===== src/rtl/mcpa_pkg.sv =====
// Shared types and constants for the cross-product accumulator.
// Holds the input and result transfer structs and the element selectors.
// No dependencies.
package mcpa_pkg;

    localparam int ELEM_W  = 16;
    localparam int PROD_W  = 2 * ELEM_W;
    localparam int VALUE_W = 48;
    localparam int IDX_W   = 2;
    localparam int CFG_W   = 3;

    localparam logic [CFG_W-1:0] CFG_COLS_RESET = 3'd4;

    // Column codes for the element selectors
    localparam logic [IDX_W-1:0] COL_0 = 2'd0;
    localparam logic [IDX_W-1:0] COL_1 = 2'd1;
    localparam logic [IDX_W-1:0] COL_2 = 2'd2;
    localparam logic [IDX_W-1:0] COL_3 = 2'd3;

    typedef struct packed {
        logic signed [ELEM_W-1:0] x_0;
        logic signed [ELEM_W-1:0] x_1;
        logic signed [ELEM_W-1:0] x_2;
        logic signed [ELEM_W-1:0] x_3;
        logic signed [ELEM_W-1:0] y_0;
        logic signed [ELEM_W-1:0] y_1;
        logic signed [ELEM_W-1:0] y_2;
        logic signed [ELEM_W-1:0] y_3;
        logic                     last_row;
    } t_in_item;

    typedef struct packed {
        logic signed [VALUE_W-1:0] value;
        logic [IDX_W-1:0]          out_row;
        logic [IDX_W-1:0]          out_col;
        logic                      last;
    } t_out_item;

    // Per-stage control carried down the pipeline
    typedef struct packed {
        logic valid;
        logic last;
    } t_stage_ctl;

    function automatic logic signed [ELEM_W-1:0] x_elem(t_in_item it, logic [IDX_W-1:0] k);
        logic signed [ELEM_W-1:0] r;
        unique case (k)
            COL_0: r = it.x_0;
            COL_1: r = it.x_1;
            COL_2: r = it.x_2;
            COL_3: r = it.x_3;
        endcase
        return r;
    endfunction

    function automatic logic signed [ELEM_W-1:0] y_elem(t_in_item it, logic [IDX_W-1:0] k);
        logic signed [ELEM_W-1:0] r;
        unique case (k)
            COL_0: r = it.y_0;
            COL_1: r = it.y_1;
            COL_2: r = it.y_2;
            COL_3: r = it.y_3;
        endcase
        return r;
    endfunction

endpackage


===== src/rtl/mcpa_acc.sv =====
// Saturating accumulator array for the cross-product sums.
// Adds each registered product into its cell and clears all cells on the last row.
// Depends on mcpa_pkg.
module mcpa_acc
    import mcpa_pkg::*;
#(
    parameter int COLS      = 4,
    parameter int ACC_WIDTH = 48
) (
    input  logic                        i_clk,
    input  logic                        i_rst_n,
    input  logic                        i_en,
    input  t_stage_ctl                  i_ctl,
    input  logic signed [PROD_W-1:0]    i_prod [COLS][COLS],
    output logic signed [ACC_WIDTH-1:0] o_sum  [COLS][COLS]
);

    localparam logic signed [ACC_WIDTH-1:0] ACC_MAX = {1'b0, {(ACC_WIDTH-1){1'b1}}};
    localparam logic signed [ACC_WIDTH-1:0] ACC_MIN = {1'b1, {(ACC_WIDTH-1){1'b0}}};

    logic signed [ACC_WIDTH-1:0] r_acc [COLS][COLS];

    for (genvar i = 0; i < COLS; i++) begin : g_row
        for (genvar j = 0; j < COLS; j++) begin : g_col
            logic signed [ACC_WIDTH:0] wide_sum;

            // Add with one guard bit, clamp when the guard disagrees with the sign
            assign wide_sum = (ACC_WIDTH+1)'(r_acc[i][j]) + (ACC_WIDTH+1)'(i_prod[i][j]);

            always_comb begin
                if (wide_sum[ACC_WIDTH] != wide_sum[ACC_WIDTH-1]) begin
                    o_sum[i][j] = wide_sum[ACC_WIDTH] ? ACC_MIN : ACC_MAX;
                end else begin
                    o_sum[i][j] = wide_sum[ACC_WIDTH-1:0];
                end
            end

            // Hold, accumulate, or clear after the last row
            always_ff @(posedge i_clk) begin
                if (!i_rst_n) begin
                    r_acc[i][j] <= '0;
                end else if (i_en && i_ctl.valid) begin
                    r_acc[i][j] <= i_ctl.last ? '0 : o_sum[i][j];
                end
            end
        end
    end

endmodule


===== config.mk =====
export PLATFORM = sky130hd
export DESIGN_NAME = mcpa_acc
export DESIGN_NICKNAME = d
export VERILOG_FILES = /design/src/rtl/mcpa_pkg.sv /design/src/rtl/mcpa_acc.sv
export SDC_FILE = /design/constraint.sdc
export NUM_CORES = 2
export LEC_CHECK = 0
export BUFFER_PORTS_ARGS = -buffer_cell sky130_fd_sc_hd__buf_2
export CAP_MARGIN = 40
export CORE_AREA = 2 2 501 503
export CTS_CLUSTER_DIAMETER = 30
export DETAILED_ROUTE_END_ITERATION = 12
export DIE_AREA = 0 0 503 505
export SLEW_MARGIN = 20
export SYNTH_ARGS = -nofsm -noshare
export SYNTH_HDL_FRONTEND = slang
export SYNTH_SLANG_ARGS = --single-unit
export TNS_END_PERCENT = 1

===== constraint.sdc =====
create_clock -name i_clk -period 18.1 [get_ports i_clk]
set_input_delay 0 -clock i_clk [delete_from_list [all_inputs] [get_ports i_clk]]
set_output_delay 0 -clock i_clk [all_outputs]
set_load 0.05 [all_outputs]

== Word-level counts from Yosys, hierarchy flattened ==
Memory sizes are Yosys's and may differ from the RTL's.
Index checks and enable logic that the tools add are counted.
Storage, ports and cells
  input bits: 517
  bits in writable memories: 768
  output and inout port bits: 768
  word-level logic and storage cells: 118
  memories kept: 1
  register bits: 0
Cells by class
  bitwise operators: 16
  add/subtract/negate cells: 16
  muxes and demuxes: 68
  reduce and logical (&&, ||, !) cells: 1
  equal/unequal tests: 16
Memories
  r_acc: words 4, bits a word 192, read ports 4, clocked after memory_dff 0, wr ports 4, RTL line mcpa_acc.sv:21  | logic signed [ACC_WIDTH-1:0] r_acc [COLS][COLS];
Operator list (count)
  two-way mux 48 bit: 64
  adder 48 x 32 -> 49 bit: 16
  inequality test 1 bit: 16
  bitwise OR 1 bit: 16
  two-way mux 1 bit: 4
  logical AND 1 bit: 1

== Longest topological paths before layout ==
An unclocked memory read counts as a cell.
  word-level depth: 6
  depth in mapped cells: 17
  gate-level depth less buffers: 15

== Worst setup path before layout ==
OpenSTA, ideal clock, no wires.
  path type: in2reg
  start point: input i_rst_n
  end point: memory r_acc[0][0] in the netlist's numbering (enable)
  required time: 12726 ps
  cell stages on the path: 1
  path buffers: 0
  arrival: 12457 ps
  slack: 269 ps
  library setup time: 5374 ps
  cells stage by stage: nand2_1
RTL lines
  start: declaration: RTL line mcpa_acc.sv:11  | input logic i_rst_n,
  end: declaration: RTL line mcpa_acc.sv:21

==> flow_results.org <==
** Run status
- Result of the run :: completed

** Layout
- Register ranked first by flip-flop count :: r_acc
- From synthesis to final layout, the design area changed by 30.72%.
- The register with the most flip-flops in the layout has 768 of them.
- Layout net count :: 12,740
- Layout Utilization :: 0.4171
- Fin cells :: 15,030
- Fraction of layout instances using a drive strength above 1 :: 0.1680
- Largest regs :: r_acc x768

** Yosys
- Averaged over all synthesized cells, the footprint is 8.145 um^2.
- Counting flops and latches in the post-synthesis netlist gives 768.
- Top FF cell, synth :: edfxtp_1
- Number of instances in the synthesized netlist :: 9,723
- Share of flip-flops with an asynchronous set or reset after synthesis :: 0
- During synthesis, Yosys emitted a total of 0 warnings.
- Synthesized cell area :: 79,190 um^2
- Count of different cell masters after synthesis :: 109
- Sequential fraction of the synthesis area :: 0.2912
- Counting every net in the synthesized netlist gives 11,020.
- Yosys mapped a number of flops with a built-in enable equal to 768.

** Placement
- Global placement routability congestion :: 1.002
- Port buffering added 1,284 buffers.
- Count of placed standard cells including taps :: 13,880
- Half-perimeter wire length after detailed placement :: 272.7 mm

** Detailed routing
- The first routing iteration left 7,938 violations.
- Before antenna repair, the detailed router went through 6 iterations.
- ANT nets after route :: 0
- After detailed routing, the number of remaining DRC violations is 0.
- Summed over all layers, the routed wires come to 350.4 mm.
- Via density :: 5.610
- Total via count after detailed routing :: 84,290
- After detailed routing, the average wire length per cell comes to 23.32 um.

** Worst setup path
- Worst Path Max Fanout :: 23
- For the worst setup path, the data required time is 18.10 ns.
- Walking the worst path, the cells encountered are ha_1, inv_1, fa_1, nor2b_1, o31a_1, o2111ai_1, a2111oi_1, o211ai_1, a2111oi_1, a41o_1, and2_1, buf_4, nor2_1, nor2_1, buf_2.
- Sort of element at the start of the critical path :: flip-flop
- Crit path buffers/inverters :: 3
- The worst setup path is of the flip-flop to primary output kind.
- Worst-path cell with the longest stage delay :: a2111oi_1
- Nature of the critical path endpoint :: primary output
- In this design, the largest share of critical-path delay is due to compound AO/OA/AOI/OAI gates.
- Worst EP arrival :: 6.34 ns
- On the worst path, the slowest cell contributes a delay of 0.72 ns.

** STA
- Maximum clock skew at final layout :: 0.1149 ns
- Setup violation total in the final timing report :: 0
- Worst max-slew margin expressed relative to the limit :: 0.2807
- Actual slew at the worst max-slew pin :: 1.079 ns
- Total count of hold-check failures in the final report :: 0
- Max Clock Freq :: 157.7 MHz
- The worst path needs 6.342 ns of the cycle, external delays included.
- Post-route setup TNS :: 0 ns
- Final Cycle Share :: 0.3504
- Slew Limit Fails :: 0
- Unrepaired setup endpoints after global routing :: no

** Die
- 1,285 I/O pins were placed.
- Row Count :: 183
- Width of the die :: 503 um
- The region available for standard cell placement spans 248,200 um^2.
- Effective utilization at floorplan :: 0.3191
- Die area :: 254,000 um^2
- Measured along the y axis, the die boundary spans 505 um.

** Clocking
- CTS max path bufs :: 4
- Buffers inserted during clock tree synthesis total 301.
- TritonCTS clock tree :: done
- CTS built an H-tree with a depth of 5.
- Clk slew on worst S/H paths :: 0.04 ns
- CTS root buffer :: clkbuf_16
- The later pin in the worst-skew pair is clocked with a latency of 0.94 ns.
- Once the clock tree was built, the resizer swapped 0 gates to a different size.
- Clock tree sinks :: 768
- Once the clock tree was built, the setup fixing pass inserted 0 buffers.

** Global routing
- Largest net degree at the start of global routing :: 141
- Global-route wire length before repair :: 512.9 mm
- Remaining Overflow, GRT :: 0
- The via count of the first global-routing pass came to 80,660.
- In the global route stage, overall resource usage came out at 0.2618.
- The initial antenna violation count was 63.

** Power
- Max rail drop VDD :: 0.1187 mV
- In this run the power density over the cells is 124.1 nW/um^2.
- The design draws 0.01284 W.
- Leakage component of the power :: 45.57 nW

** Hold path
- The path class of the tightest hold or removal check is primary input to flip-flop.

** Run
- Across the run, the number of max-cap violations was 0.
==> area by class of cell <==
class	instances	area (um^2)
clock buffer	357	7785
inverter	267	1002
tap	3330	4167
multi-input combinational	8123	52940
fill	25190	144700
sequential	768	23060
antenna	40	100.1
clock inverter	162	1044
timing repair buffer	1978	13420
==> cells in the mapped netlist, types with 16 or more instances <==
cell / number / area, um^2
a211oi_1: 99 / 743.2
o31ai_1: 57 / 427.9
edfxtp_1: 768 / 23060
a21o_1: 390 / 2928
nand3_1: 157 / 785.8
a31oi_1: 98 / 613.1
a21oi_1: 1257 / 6291
nor4_1: 24 / 150.1
o31a_1: 24 / 210.2
a22o_1: 17 / 148.9
nor3_1: 118 / 590.6
a221o_1: 19 / 190.2
o21ai_1: 46 / 230.2
nor2_1: 1307 / 4906
ha_1: 768 / 9609
nor2b_1: 85 / 531.8
o22ai_1: 20 / 125.1
nor3b_1: 16 / 120.1
o21bai_1: 143 / 1074
a211o_1: 25 / 219.0
o211ai_1: 80 / 600.6
xnor2_1: 423 / 3705
or2_2: 32 / 200.2
or3_1: 35 / 219.0
o21a_1: 107 / 803.3
fa_1: 16 / 320.3
xor2_1: 285 / 2496
a311oi_1: 17 / 148.9
nand4_1: 213 / 1333
buf_2: 140 / 700.7
a21boi_0: 32 / 240.2
a41oi_1: 18 / 157.7
a221oi_1: 23 / 201.4
o41ai_1: 17 / 148.9
o21ai_0: 710 / 3553
and2_1: 156 / 975.9
maj3_1: 134 / 1341
and4_1: 29 / 254.0
nand2_1: 716 / 2688
nand2b_1: 78 / 488.0
and3_1: 60 / 375.4
inv_1: 264 / 991.0
clkbuf_1: 391 / 1468
==> where the power goes <==
group          internal, W  switching, W
registers          0.00211     0.0000425
clock network      0.00310       0.00140
logic              0.00159       0.00460
total              0.00680       0.00604
==> worst min-delay path: cells and delay by family <==
kind	cells	cell delay (ns)
xor gates and xnor gates	1	0.15
and+or+nand+nor	2	0.13
adders and majority gates	1	0.32
buffers and inverters	1	0.19
==> kinds of logic (layout without fill, tap and decap cells) <==
family | after synthesis | count (layout) | share of synthesized area
fa+ha+maj | 921 | 921 | 0.1428
buf+inv | 832 | 2764 | 0.04258
other cells | 0 | 40 | 0
compound gates | 3382 | 3382 | 0.2637
xor+xnor | 710 | 710 | 0.07871
mux | 21 | 21 | 0.002939
flops | 768 | 768 | 0.2912
simple gates | 3089 | 3089 | 0.1781
==> cell usage in the layout, fill, tap and decap left out, types with 54 or more instances in the layout <==
master	count
nor3_1	117
inv_1	264
a211oi_1	99
buf_2	1290
maj3_1	134
xor2_1	285
clkbuf_16	303
and3_1	60
nand2b_1	78
nand3_1	154
o31ai_1	57
nor2_1	1303
buf_4	83
dlygate4sd3_1	575
nand4_1	213
clkinv_2	71
ha_1	768
a21o_1	389
and2_1	157
a21oi_1	1253
o21ai_0	707
o21a_1	106
clkbuf_1	54
nor2b_1	85
edfxtp_1	768
o211ai_1	80
o21bai_1	143
nand2_1	711
a31oi_1	97
xnor2_1	423
clkinv_1	67
==> per-stage QoR <==
stage / area (um^2) / setup WS [ns] / hold slack (ns)
2_1_floorplan: 79190 / 0.2691 / 0.3390
3_3_place_gp: 88250 / 12.85 / 0.4406
3_5_place_dp: 88730 / 12.75 / 0.4467
4_1_cts: 103300 / 11.80 / 0.003411
5_1_grt: 103500 / 11.42 / 0.05529
6_report: 103500 / 11.76 / 0.06811
==> routing by layer <==
metal / GRT usage / share of wire / vias up
met4: 0.1758 / 0.077 / 30
met1: 0.3334 / 0.41 / 40000
met3: 0.06046 / 0.087 / 931
li1: - / - / 39480
met2: 0.3924 / 0.42 / 3845
met5: 0 / 0.00061 / -
==> what timing repair did <==
| item | CTS | global route |
|---|---|---|
| setup endpoints to repair | 0 | 0 |
| hold endpoints to repair | 552 | 0 |
| hold buffers | 575 | 0 |
==> path summary, 6_finish.rpt <==
path | from | end | cells past startpoint | slack, ns
min reg2reg | r_acc[1][240]$_SDFFCE_PP0P_ | r_acc[1][240]$_SDFFCE_PP0P_ | 3 | 0.69
max | r_acc[1][336]$_SDFFCE_PP0P_ | o_sum[178] | 15 | 11.76
max reg2reg | r_acc[1][336]$_SDFFCE_PP0P_ | r_acc[1][355]$_SDFFCE_PP0P_ | 14 | 12.87
min | i_prod[212] | r_acc[1][116]$_SDFFCE_PP0P_ | 5 | 0.07
Power figures use the tool's default switching activity.
